**config.mk**
```make
export PLATFORM = sky130hd
export DESIGN_NAME = imu_bias_average_calibrator_top_flat
export DESIGN_NICKNAME = d
export VERILOG_FILES = /design/src/design/iba_pkg.sv /design/src/design/iba_if.sv /design/src/design/iba_ctrl.sv /design/src/design/iba_datapath.sv /design/src/design/imu_bias_average_calibrator_top.sv /design/src/flat_wrapper.sv
export SDC_FILE = /design/constraint.sdc
export NUM_CORES = 1
export LEC_CHECK = 0
export ABC_AREA = 0
export BUFFER_PORTS_ARGS = -buffer_cell sky130_fd_sc_hd__buf_2
export CORE_MARGIN = 5
export CORE_UTILIZATION = 60
export CTS_CLUSTER_DIAMETER = 50
export CTS_CLUSTER_SIZE = 25
export DETAILED_ROUTE_END_ITERATION = 10
export GPL_TIMING_DRIVEN = 1
export HOLD_SLACK_MARGIN = 0.08
export PLACE_DENSITY = 0.85
export SETUP_SLACK_MARGIN = 0.3
export SLEW_MARGIN = 10
export SYNTH_ARGS = -nofsm -noshare
export SYNTH_HDL_FRONTEND = slang
export SYNTH_SLANG_ARGS = --single-unit
```
**constraint.sdc**
```tcl
create_clock -name clk -period 15.25 [get_ports clk]
set_input_delay 3.05 -clock clk [delete_from_list [all_inputs] [get_ports clk]]
set_output_delay 3.05 -clock clk [all_outputs]
set_load 0.005 [all_outputs]
```
**src/design/iba_pkg.sv**
```systemverilog
// Package for the IMU bias calibrator: widths, codes and control types.
`default_nettype none
package iba_pkg;

  localparam int COUNT_WIDTH_DEF = 16;
  localparam int DEFAULT_COUNT   = 1000;
  localparam int NUM_AXES        = 6;
  localparam int RAW_W           = 16;
  localparam int OUT_W           = 17;
  localparam int AXIS_W          = $clog2(NUM_AXES);
  localparam logic [AXIS_W-1:0] LAST_AXIS = AXIS_W'(NUM_AXES - 1);

  // request codes
  localparam logic REQ_SAMPLE  = 1'b0;
  localparam logic REQ_RESTART = 1'b1;

  // phase codes on the result channel
  localparam logic [1:0] PHASE_CALIB = 2'd0;
  localparam logic [1:0] PHASE_LAST  = 2'd1;
  localparam logic [1:0] PHASE_CORR  = 2'd2;

  typedef enum logic [1:0] {
    ST_IDLE,
    ST_DIV_LOAD,
    ST_DIV_STEP,
    ST_DIV_STORE
  } iba_state_t;

  typedef struct packed {
    logic              take_sample;
    logic              restart;
    logic              div_load;
    logic              div_step;
    logic              div_store;
    logic [AXIS_W-1:0] axis;
  } iba_cmd_t;

  typedef struct packed {
    logic calibrating;
    logic last_sample;
    logic out_free;
  } iba_status_t;

endpackage
`default_nettype wire

```
**src/design/iba_if.sv**
```systemverilog
// Sample and result channel interfaces of the IMU bias calibrator.
`default_nettype none
interface iba_in_if;
  logic               valid;
  logic               ready;
  logic               req_type;
  logic signed [15:0] accel_x_raw;
  logic signed [15:0] accel_y_raw;
  logic signed [15:0] accel_z_raw;
  logic signed [15:0] gyro_x_raw;
  logic signed [15:0] gyro_y_raw;
  logic signed [15:0] gyro_z_raw;

  modport source (
    output valid, req_type, accel_x_raw, accel_y_raw, accel_z_raw,
           gyro_x_raw, gyro_y_raw, gyro_z_raw,
    input  ready
  );
  modport sink (
    input  valid, req_type, accel_x_raw, accel_y_raw, accel_z_raw,
           gyro_x_raw, gyro_y_raw, gyro_z_raw,
    output ready
  );
endinterface

interface iba_out_if;
  logic               valid;
  logic               ready;
  logic [1:0]         phase;
  logic signed [16:0] accel_x_out;
  logic signed [16:0] accel_y_out;
  logic signed [16:0] accel_z_out;
  logic signed [16:0] gyro_x_out;
  logic signed [16:0] gyro_y_out;
  logic signed [16:0] gyro_z_out;

  modport source (
    output valid, phase, accel_x_out, accel_y_out, accel_z_out,
           gyro_x_out, gyro_y_out, gyro_z_out,
    input  ready
  );
  modport sink (
    input  valid, phase, accel_x_out, accel_y_out, accel_z_out,
           gyro_x_out, gyro_y_out, gyro_z_out,
    output ready
  );
endinterface
`default_nettype wire

```
**src/design/iba_ctrl.sv**
```systemverilog
// Controller: sample acceptance and sequencing of the six bias divisions.
`default_nettype none
module iba_ctrl #(
  parameter int COUNT_WIDTH = iba_pkg::COUNT_WIDTH_DEF
) (
  input  wire logic                clk,
  input  wire logic                rst,
  input  wire logic                in_valid,
  input  wire logic                req_type,
  output logic                     in_ready,
  input  wire iba_pkg::iba_status_t status,
  output iba_pkg::iba_cmd_t        cmd
);

  localparam int MAG_W  = COUNT_WIDTH + 17;
  localparam int STEP_W = $clog2(MAG_W);
  localparam logic [STEP_W-1:0] LAST_STEP = STEP_W'(MAG_W - 1);

  iba_pkg::iba_state_t          state, state_next;
  logic [iba_pkg::AXIS_W-1:0]   axis, axis_next;
  logic [STEP_W-1:0]            step, step_next;
  logic                         accept;

  // closed during reset so that no beat is taken and then dropped
  assign in_ready = !rst && (state == iba_pkg::ST_IDLE) && status.out_free;
  assign accept   = in_valid && in_ready;

  always_ff @(posedge clk) begin
    if (rst) begin
      state <= iba_pkg::ST_IDLE;
      axis  <= '0;
      step  <= '0;
    end else begin
      state <= state_next;
      axis  <= axis_next;
      step  <= step_next;
    end
  end

  always_comb begin
    state_next = state;
    axis_next  = axis;
    step_next  = step;
    cmd        = '0;
    cmd.axis   = axis;
    unique case (state)
      iba_pkg::ST_IDLE: begin
        if (accept) begin
          if (req_type == iba_pkg::REQ_RESTART) begin
            cmd.restart = 1'b1;
          end else begin
            cmd.take_sample = 1'b1;
            if (status.calibrating && status.last_sample) begin
              state_next = iba_pkg::ST_DIV_LOAD;
              axis_next  = '0;
            end
          end
        end
      end
      iba_pkg::ST_DIV_LOAD: begin
        cmd.div_load = 1'b1;
        step_next    = '0;
        state_next   = iba_pkg::ST_DIV_STEP;
      end
      iba_pkg::ST_DIV_STEP: begin
        cmd.div_step = 1'b1;
        if (step == LAST_STEP) begin
          state_next = iba_pkg::ST_DIV_STORE;
        end else begin
          step_next = step + 1'b1;
        end
      end
      iba_pkg::ST_DIV_STORE: begin
        cmd.div_store = 1'b1;
        if (axis == iba_pkg::LAST_AXIS) begin
          state_next = iba_pkg::ST_IDLE;
        end else begin
          axis_next  = axis + 1'b1;
          state_next = iba_pkg::ST_DIV_LOAD;
        end
      end
      default: state_next = iba_pkg::ST_IDLE;
    endcase
  end

endmodule
`default_nettype wire

```
**src/design/iba_datapath.sv**
```systemverilog
// Datapath: sums, offsets, sample counter, shared bit-serial divider, result register.
`default_nettype none
module iba_datapath #(
  parameter int COUNT_WIDTH = iba_pkg::COUNT_WIDTH_DEF
) (
  input  wire logic                       clk,
  input  wire logic                       rst,
  input  wire logic                       cfg_we,
  input  wire logic [COUNT_WIDTH-1:0]     cfg_data,
  input  wire logic signed [iba_pkg::RAW_W-1:0] raw [iba_pkg::NUM_AXES],
  input  wire iba_pkg::iba_cmd_t          cmd,
  output iba_pkg::iba_status_t            status,
  output logic                            out_valid,
  input  wire logic                       out_ready,
  output logic [1:0]                      out_phase,
  output logic signed [iba_pkg::OUT_W-1:0] out_val [iba_pkg::NUM_AXES]
);

  localparam int SUM_W = COUNT_WIDTH + 17;
  localparam int MAG_W = SUM_W;
  localparam int CNT_MAX = (1 << COUNT_WIDTH) - 1;
  localparam logic [COUNT_WIDTH-1:0] COUNT_RESET =
    COUNT_WIDTH'((iba_pkg::DEFAULT_COUNT > CNT_MAX) ? CNT_MAX : iba_pkg::DEFAULT_COUNT);
  localparam int NA = iba_pkg::NUM_AXES;
  localparam int RW = iba_pkg::RAW_W;
  localparam int OW = iba_pkg::OUT_W;

  logic signed [SUM_W-1:0] sums    [NA];
  logic signed [OW-1:0]    offsets [NA];
  logic [COUNT_WIDTH-1:0]  samples_taken;
  logic [COUNT_WIDTH-1:0]  sample_count;
  logic                    calibrating;
  logic [COUNT_WIDTH-1:0]  divisor;
  logic [COUNT_WIDTH-1:0]  rem;
  logic [MAG_W-1:0]        quot;
  logic                    quot_neg;

  logic [COUNT_WIDTH:0]    taken_ext;
  logic [COUNT_WIDTH-1:0]  target;
  logic                    last_sample;
  logic signed [SUM_W-1:0] sel_sum;
  logic [MAG_W-1:0]        sel_mag;
  logic [COUNT_WIDTH:0]    shifted;
  logic [COUNT_WIDTH:0]    diff;
  logic                    fits;
  logic [OW-1:0]           q_trunc;
  logic signed [OW-1:0]    offset_new;

  assign taken_ext   = {1'b0, samples_taken} + 1'b1;
  assign target      = (sample_count == '0) ? COUNT_WIDTH'(1) : sample_count;
  assign last_sample = taken_ext >= {1'b0, target};

  assign status.calibrating = calibrating;
  assign status.last_sample = last_sample;
  assign status.out_free    = !out_valid || out_ready;

  // divider: restoring, one quotient bit per step over the sum magnitude
  assign sel_sum = sums[cmd.axis];
  assign sel_mag = sel_sum[SUM_W-1] ? MAG_W'(-sel_sum) : MAG_W'(sel_sum);
  assign shifted = {rem, quot[MAG_W-1]};
  assign fits    = shifted >= {1'b0, divisor};
  assign diff    = shifted - {1'b0, divisor};
  assign q_trunc = quot[OW-1:0];
  // offset is minus the mean: a negative sum gives a positive offset
  assign offset_new = quot_neg ? signed'(q_trunc) : signed'(OW'(-q_trunc));

  always_ff @(posedge clk) begin
    if (rst) begin
      sample_count <= COUNT_RESET;
    end else if (cfg_we) begin
      sample_count <= cfg_data;
    end
  end

  always_ff @(posedge clk) begin
    if (rst) begin
      calibrating   <= 1'b1;
      samples_taken <= '0;
      for (int i = 0; i < NA; i++) begin
        sums[i]    <= '0;
        offsets[i] <= '0;
      end
    end else if (cmd.restart) begin
      calibrating   <= 1'b1;
      samples_taken <= '0;
      for (int i = 0; i < NA; i++) begin
        sums[i]    <= '0;
        offsets[i] <= '0;
      end
    end else if (cmd.take_sample && calibrating) begin
      samples_taken <= taken_ext[COUNT_WIDTH-1:0];
      if (last_sample) begin
        calibrating <= 1'b0;
      end
      for (int i = 0; i < NA; i++) begin
        sums[i] <= sums[i] + {{(SUM_W-RW){raw[i][RW-1]}}, raw[i]};
      end
    end else if (cmd.div_store) begin
      offsets[cmd.axis] <= offset_new;
    end
  end

  always_ff @(posedge clk) begin
    if (cmd.take_sample && calibrating && last_sample) begin
      divisor <= taken_ext[COUNT_WIDTH-1:0];
    end
    if (cmd.div_load) begin
      rem      <= '0;
      quot     <= sel_mag;
      quot_neg <= sel_sum[SUM_W-1];
    end else if (cmd.div_step) begin
      rem  <= fits ? diff[COUNT_WIDTH-1:0] : shifted[COUNT_WIDTH-1:0];
      quot <= {quot[MAG_W-2:0], fits};
    end
  end

  always_ff @(posedge clk) begin
    if (rst) begin
      out_valid <= 1'b0;
    end else if (cmd.take_sample) begin
      out_valid <= 1'b1;
    end else if (out_ready) begin
      out_valid <= 1'b0;
    end
  end

  always_ff @(posedge clk) begin
    if (cmd.take_sample) begin
      if (!calibrating) begin
        out_phase <= iba_pkg::PHASE_CORR;
      end else if (last_sample) begin
        out_phase <= iba_pkg::PHASE_LAST;
      end else begin
        out_phase <= iba_pkg::PHASE_CALIB;
      end
      for (int i = 0; i < NA; i++) begin
        out_val[i] <= {{(OW-RW){raw[i][RW-1]}}, raw[i]} + offsets[i];
      end
    end
  end

endmodule
`default_nettype wire

```
**src/design/imu_bias_average_calibrator_top.sv**
```systemverilog
// IMU bias calibrator: averages resting samples per axis and removes that bias.
//
// samples: one beat per request. req_type sample carries six raw axis words;
//   req_type restart zeroes offsets, sums and the sample counter and restarts
//   calibration; it yields no result beat.
// results: one beat per sample: phase code plus each raw word plus its offset.
//   Results appear in the cycle after the sample beat, held in an output register;
//   with results.ready high and no division running, a sample can be taken each cycle.
// The sample that completes calibration (phase last) starts six restoring
//   divisions of each sum by the number of samples taken, sharing one divider
//   that yields one quotient bit a cycle; samples.ready stays low while the
//   offsets are formed.
// Stall: while a result beat waits unaccepted, samples.ready is low.
// cfg_we/cfg_data set sample_count; write it only while the block is idle.
// Reset (rst, synchronous): offsets and sums zero, calibration active,
//   sample_count 1000 (saturated to the counter width), no result pending.
`default_nettype none
module imu_bias_average_calibrator_top #(
  parameter int COUNT_WIDTH = iba_pkg::COUNT_WIDTH_DEF
) (
  input  wire logic                   clk,
  input  wire logic                   rst,
  iba_in_if.sink                      samples,
  iba_out_if.source                   results,
  input  wire logic                   cfg_we,
  input  wire logic [COUNT_WIDTH-1:0] cfg_data
);

  iba_pkg::iba_cmd_t    cmd;
  iba_pkg::iba_status_t status;
  logic signed [iba_pkg::RAW_W-1:0] raw     [iba_pkg::NUM_AXES];
  logic signed [iba_pkg::OUT_W-1:0] out_val [iba_pkg::NUM_AXES];

  assign raw[0] = samples.accel_x_raw;
  assign raw[1] = samples.accel_y_raw;
  assign raw[2] = samples.accel_z_raw;
  assign raw[3] = samples.gyro_x_raw;
  assign raw[4] = samples.gyro_y_raw;
  assign raw[5] = samples.gyro_z_raw;

  assign results.accel_x_out = out_val[0];
  assign results.accel_y_out = out_val[1];
  assign results.accel_z_out = out_val[2];
  assign results.gyro_x_out  = out_val[3];
  assign results.gyro_y_out  = out_val[4];
  assign results.gyro_z_out  = out_val[5];

  iba_ctrl #(
    .COUNT_WIDTH (COUNT_WIDTH)
  ) u_ctrl (
    .clk      (clk),
    .rst      (rst),
    .in_valid (samples.valid),
    .req_type (samples.req_type),
    .in_ready (samples.ready),
    .status   (status),
    .cmd      (cmd)
  );

  iba_datapath #(
    .COUNT_WIDTH (COUNT_WIDTH)
  ) u_datapath (
    .clk       (clk),
    .rst       (rst),
    .cfg_we    (cfg_we),
    .cfg_data  (cfg_data),
    .raw       (raw),
    .cmd       (cmd),
    .status    (status),
    .out_valid (results.valid),
    .out_ready (results.ready),
    .out_phase (results.phase),
    .out_val   (out_val)
  );

  // no sample beat while a result is stalled
  a_no_take_when_stalled: assert property (@(posedge clk) disable iff (rst)
    samples.ready |-> (!results.valid || results.ready))
    else $error("sample accepted while result stalled");

  // every sample beat yields a result beat next cycle
  a_sample_gives_result: assert property (@(posedge clk) disable iff (rst)
    (samples.valid && samples.ready && samples.req_type == iba_pkg::REQ_SAMPLE)
    |=> results.valid)
    else $error("sample produced no result");

  // a restart creates no result
  a_restart_silent: assert property (@(posedge clk) disable iff (rst)
    (samples.valid && samples.ready && samples.req_type == iba_pkg::REQ_RESTART
     && !results.valid) |=> !results.valid)
    else $error("restart produced a result");

  // the last calibration sample stalls the input while offsets are formed
  a_last_stalls: assert property (@(posedge clk) disable iff (rst)
    (results.valid && !$stable(results.valid) && results.phase == iba_pkg::PHASE_LAST)
    |-> !samples.ready)
    else $error("input open during bias division");

endmodule
`default_nettype wire

```
**src/flat_wrapper.sv**
```systemverilog
// flat-port wrapper written by rule: the top's interface ports become plain ports
module imu_bias_average_calibrator_top_flat 
#(
  parameter int COUNT_WIDTH = iba_pkg::COUNT_WIDTH_DEF
)
  (clk, rst, cfg_we, cfg_data, samples_valid, samples_req_type, samples_accel_x_raw, samples_accel_y_raw, samples_accel_z_raw, samples_gyro_x_raw, samples_gyro_y_raw, samples_gyro_z_raw, samples_ready, results_valid, results_phase, results_accel_x_out, results_accel_y_out, results_accel_z_out, results_gyro_x_out, results_gyro_y_out, results_gyro_z_out, results_ready);
  iba_in_if samples_i ();
  iba_out_if results_i ();
  input  wire logic clk;
  input  wire logic rst;
  input  wire logic cfg_we;
  input  wire logic [COUNT_WIDTH-1:0] cfg_data;
  input wire logic [$bits(samples_i.valid)-1:0] samples_valid;
  input wire logic [$bits(samples_i.req_type)-1:0] samples_req_type;
  input wire logic [$bits(samples_i.accel_x_raw)-1:0] samples_accel_x_raw;
  input wire logic [$bits(samples_i.accel_y_raw)-1:0] samples_accel_y_raw;
  input wire logic [$bits(samples_i.accel_z_raw)-1:0] samples_accel_z_raw;
  input wire logic [$bits(samples_i.gyro_x_raw)-1:0] samples_gyro_x_raw;
  input wire logic [$bits(samples_i.gyro_y_raw)-1:0] samples_gyro_y_raw;
  input wire logic [$bits(samples_i.gyro_z_raw)-1:0] samples_gyro_z_raw;
  output wire logic [$bits(samples_i.ready)-1:0] samples_ready;
  output wire logic [$bits(results_i.valid)-1:0] results_valid;
  output wire logic [$bits(results_i.phase)-1:0] results_phase;
  output wire logic [$bits(results_i.accel_x_out)-1:0] results_accel_x_out;
  output wire logic [$bits(results_i.accel_y_out)-1:0] results_accel_y_out;
  output wire logic [$bits(results_i.accel_z_out)-1:0] results_accel_z_out;
  output wire logic [$bits(results_i.gyro_x_out)-1:0] results_gyro_x_out;
  output wire logic [$bits(results_i.gyro_y_out)-1:0] results_gyro_y_out;
  output wire logic [$bits(results_i.gyro_z_out)-1:0] results_gyro_z_out;
  input wire logic [$bits(results_i.ready)-1:0] results_ready;
  assign samples_i.valid = samples_valid;
  assign samples_i.req_type = samples_req_type;
  assign samples_i.accel_x_raw = samples_accel_x_raw;
  assign samples_i.accel_y_raw = samples_accel_y_raw;
  assign samples_i.accel_z_raw = samples_accel_z_raw;
  assign samples_i.gyro_x_raw = samples_gyro_x_raw;
  assign samples_i.gyro_y_raw = samples_gyro_y_raw;
  assign samples_i.gyro_z_raw = samples_gyro_z_raw;
  assign samples_ready = samples_i.ready;
  assign results_valid = results_i.valid;
  assign results_phase = results_i.phase;
  assign results_accel_x_out = results_i.accel_x_out;
  assign results_accel_y_out = results_i.accel_y_out;
  assign results_accel_z_out = results_i.accel_z_out;
  assign results_gyro_x_out = results_i.gyro_x_out;
  assign results_gyro_y_out = results_i.gyro_y_out;
  assign results_gyro_z_out = results_i.gyro_z_out;
  assign results_i.ready = results_ready;
  imu_bias_average_calibrator_top #(.COUNT_WIDTH(COUNT_WIDTH)) u_core (.clk(clk), .rst(rst), .samples(samples_i), .results(results_i), .cfg_we(cfg_we), .cfg_data(cfg_data));
endmodule
```
==> impl_metrics.env <==
export IMPL_run_status="completed"
export IMPL_synth_xor_area_share=0.07595
export IMPL_cts_sinks=518
export IMPL_slew_viol_final=0
export IMPL_io_pin_count=224
export IMPL_required_ns=12.20
export IMPL_cp_start_kind="input pin"
export IMPL_place_gp_congestion=0.9709
export IMPL_final_cell_mix="nor2_1 (504), edfxtp_1 (454), ha_1 (331), a21oi_1 (282), buf_2 (223)"
export IMPL_cts_buffers=57
export IMPL_p_total_mw=4.059
export IMPL_avgSynthCellArea_sq_um=9.995
export IMPL_start_util=0.6033
export IMPL_ys_warn_count=0
export IMPL_crit_type="in -> out"
export IMPL_die_h_microns=252.9
export IMPL_area_growth_pct=11.27
export IMPL_htreeDepth=2
export IMPL_fin_nets=4216
export IMPL_hp_class="reg -> reg"
export IMPL_synth_top_area_cell="edfxtp_1"
export IMPL_first_global_vias=27763
export IMPL_synthSimpleGateAreaFrac=0.1421
export IMPL_vias_per_cell=6.283
export IMPL_postCtsSetupBuffers=0
export IMPL_ff_latch_area_sq_um=14920
export IMPL_syn_inst=3542
export IMPL_ys_async_sr_fraction=0
export IMPL_tightest_slew_ns=1.223
export IMPL_hpwl_microns=69680
export IMPL_power_density_nw_per_um2=103.0
export IMPL_cp_end_kind="primary output"
export IMPL_multi_input_comb_area_sq_um=19580
export IMPL_clockRootBuffer="clkbuf_16"
export IMPL_synth_compound_gate_area_share=0.1653
export IMPL_drt_wl_total_microns=94640
export IMPL_synthFlopType="edfxtp_1"
export IMPL_die_w_microns=252.9
export IMPL_worstSetupStartpoint="rst"
export IMPL_hold_ws_ns=0.4945
export IMPL_endpoint="samples_ready"
export IMPL_final_common_cell="nor2_1"
export IMPL_core_sq_um=58690
export IMPL_synth_area_leaders="edfxtp_1 (39%), ha_1 (12%), nor2_1 (5.4%)"
export IMPL_final_util=0.6713
export IMPL_timing_rr_start="u_core.u_datapath.samples_taken[0]"
export IMPL_clk_latency_ns=0.64
export IMPL_fmax_ghz=0.1387
export IMPL_rsz0062_at_grt="no"
export IMPL_synth_edff_count=454
export IMPL_die_area_sq_um=63960
export IMPL_yosysUniqueCellTypes=80
export IMPL_diodes=0
export IMPL_worstPathCellList="buf_2 -> inv_1 -> and3_1 -> buf_2"
export IMPL_hold_buffers=0
export IMPL_relSlewSlack=0.1788
export IMPL_maxCapViolCount=0
export IMPL_r2r_setup_slack_ns=11.07
export IMPL_cts_resized=0
export IMPL_synth_fa_ha_area_frac=0.1247
export IMPL_drive_above_1_share=0.1155
export IMPL_worst_path_most_repeated_cell="buf_2"
export IMPL_netlist_area_leader_share=0.3851
export IMPL_fillers=4299
export IMPL_antenna_found_initial=2
export IMPL_hold_start="u_core.u_datapath.rem[15]"
export IMPL_timing_setup_tns_ns=0
export IMPL_grt_ovfl_total=0
export IMPL_synth_cell_area_sq_um=35400
export IMPL_yosys_register_bits=518
export IMPL_antenna_left=0
export IMPL_grt_max_degree=87
export IMPL_syn_nets=4005
export IMPL_yosysSeqAreaShare=0.4213
export IMPL_r2r_cells=16
export IMPL_grt_pass1_wl_microns=147500
export IMPL_worst_clock_skew_ns=0.03721
export IMPL_drc=0
export IMPL_setup_viol=0
export IMPL_vias=28739
export IMPL_cp_arrival_ns=4.16
export IMPL_dr_pass1_iters=5
export IMPL_critical_path_slowest_cell="buf_2"
export IMPL_portBuffers=223
export IMPL_clkTransAtPathRegs_ns=0.07
export IMPL_cp_max_fo=26
export IMPL_fin_crit_sh=0.4727
export IMPL_p_leak_nw=16.71
export IMPL_gr_usage_all_layers=0.2853
export IMPL_wl_per_cell_microns=20.69
export IMPL_min_period_ns=7.209
export IMPL_peakVddDrop_mv=0.1005
export IMPL_synthMuxAreaShare=0.04326
export IMPL_synth_top_family_by_area="compound AO/OA/AOI/OAI gates"
export IMPL_drtIter0Drc=3066
export IMPL_cts_buffer_depth=3
export IMPL_rows=89
export IMPL_cpPeakStageDelay_ns=0.39
export IMPL_cts_tree="built"
export IMPL_hold_violations=0
## worst min-delay path by stage
| stage | endpoint | depth (start not counted) |
|---|---|---|
| 6_report | u_core.u_datapath.rem[15] | 2 |
| 5_1_grt | u_core.u_datapath.rem[7] | 2 |
| 4_1_cts | u_core.u_datapath.rem[15] | 2 |
| 3_5_place_dp | u_core.u_datapath.rem[15] | 2 |
| 3_3_place_gp | u_core.u_datapath.rem[15] | 2 |
| 2_1_floorplan | u_core.u_datapath.sample_count[0] | 2 |
## flip-flops by register name (all words and copies together), names as in the netlist, named ones only
name	cells
u_core.u_datapath.sums	198
u_core.u_datapath.offsets	102
u_core.u_datapath.out_val	102
u_core.u_datapath.quot	33
u_core.u_datapath.divisor	16
u_core.u_datapath.rem	16
u_core.u_datapath.sample_count	16
u_core.u_datapath.samples_taken	16
u_core.u_ctrl.step	6
u_core.u_ctrl.axis	3
u_core.u_ctrl.state	2
u_core.u_datapath.out_phase	2
u_core.u_datapath.calibrating	1
u_core.u_datapath.out_valid	1
u_core.u_datapath.quot_neg	1
## synthesized netlist by cell type (60+ instances only)
library cell / count
o21ai_0: 183
mux2i_1: 60
xor2_1: 119
nor2_1: 506
dfxtp_1: 64
clkbuf_1: 78
xnor2_1: 188
nand2_1: 191
and3_1: 61
ha_1: 332
inv_1: 153
edfxtp_1: 454
a21oi_1: 282
nand3_1: 60
a21o_1: 130
nor3_1: 70
## through the flow
stage	instance area (sq um)	cells	worst slack, ns
2_1_floorplan	35400	3542	7.227
3_3_place_gp	37350	4467	8.076
3_5_place_dp	37350	4467	8.025
4_1_cts	39390	4574	8.031
5_1_grt	39390	4574	7.947
6_report	39390	4574	8.041
## area by class of cell
| type | instances | share of cell area |
|---|---|---|
| clock buffers | 60 | 0.03649 |
| clock inverters | 47 | 0.01537 |
| inverters | 154 | 0.01480 |
| multi-input cells | 2774 | 0.4970 |
| flip-flops and latches | 518 | 0.3787 |
| well taps | 773 | 0.02455 |
| repair buffers | 248 | 0.03310 |
## critical path, delay by kind of cell
kind / cells / cell delay, ns
buffers and inverters: 3 / 0.84
and+or+nand+nor: 1 / 0.27
## layer usage
| layer | vias to the layer above | GRT usage | wire length, microns |
|---|---|---|---|
| met4 | 2 | 0.1243 | 4609 |
| met5 | - | 0 | 7 |
| met2 | 1244 | 0.4755 | 44780 |
| met1 | 13708 | 0.3721 | 37500 |
| met3 | 265 | 0.04447 | 7748 |
| li1 | 13520 | - | - |
## where the power goes
group | switching [mW] | internal, mW | leakage, nW
Sequential | 0.0525 | 1.64 | 5.17
Clock | 0.672 | 0.822 | 0.990
Combinational | 0.510 | 0.361 | 10.5
## kinds of logic (layout without fill, tap and decap cells)
family                   count (synthesis)  in the layout
AO/OA/AOI/OAI                          915            915
XOR/XNOR                               307            307
adder cells (fa/ha/maj)                345            345
multiplexers                           108            108
AND/OR/NAND/NOR                       1099           1099
flip-flops                             518            518
buffers and inverters                  250            509
Power figures use the tool's default switching activity.
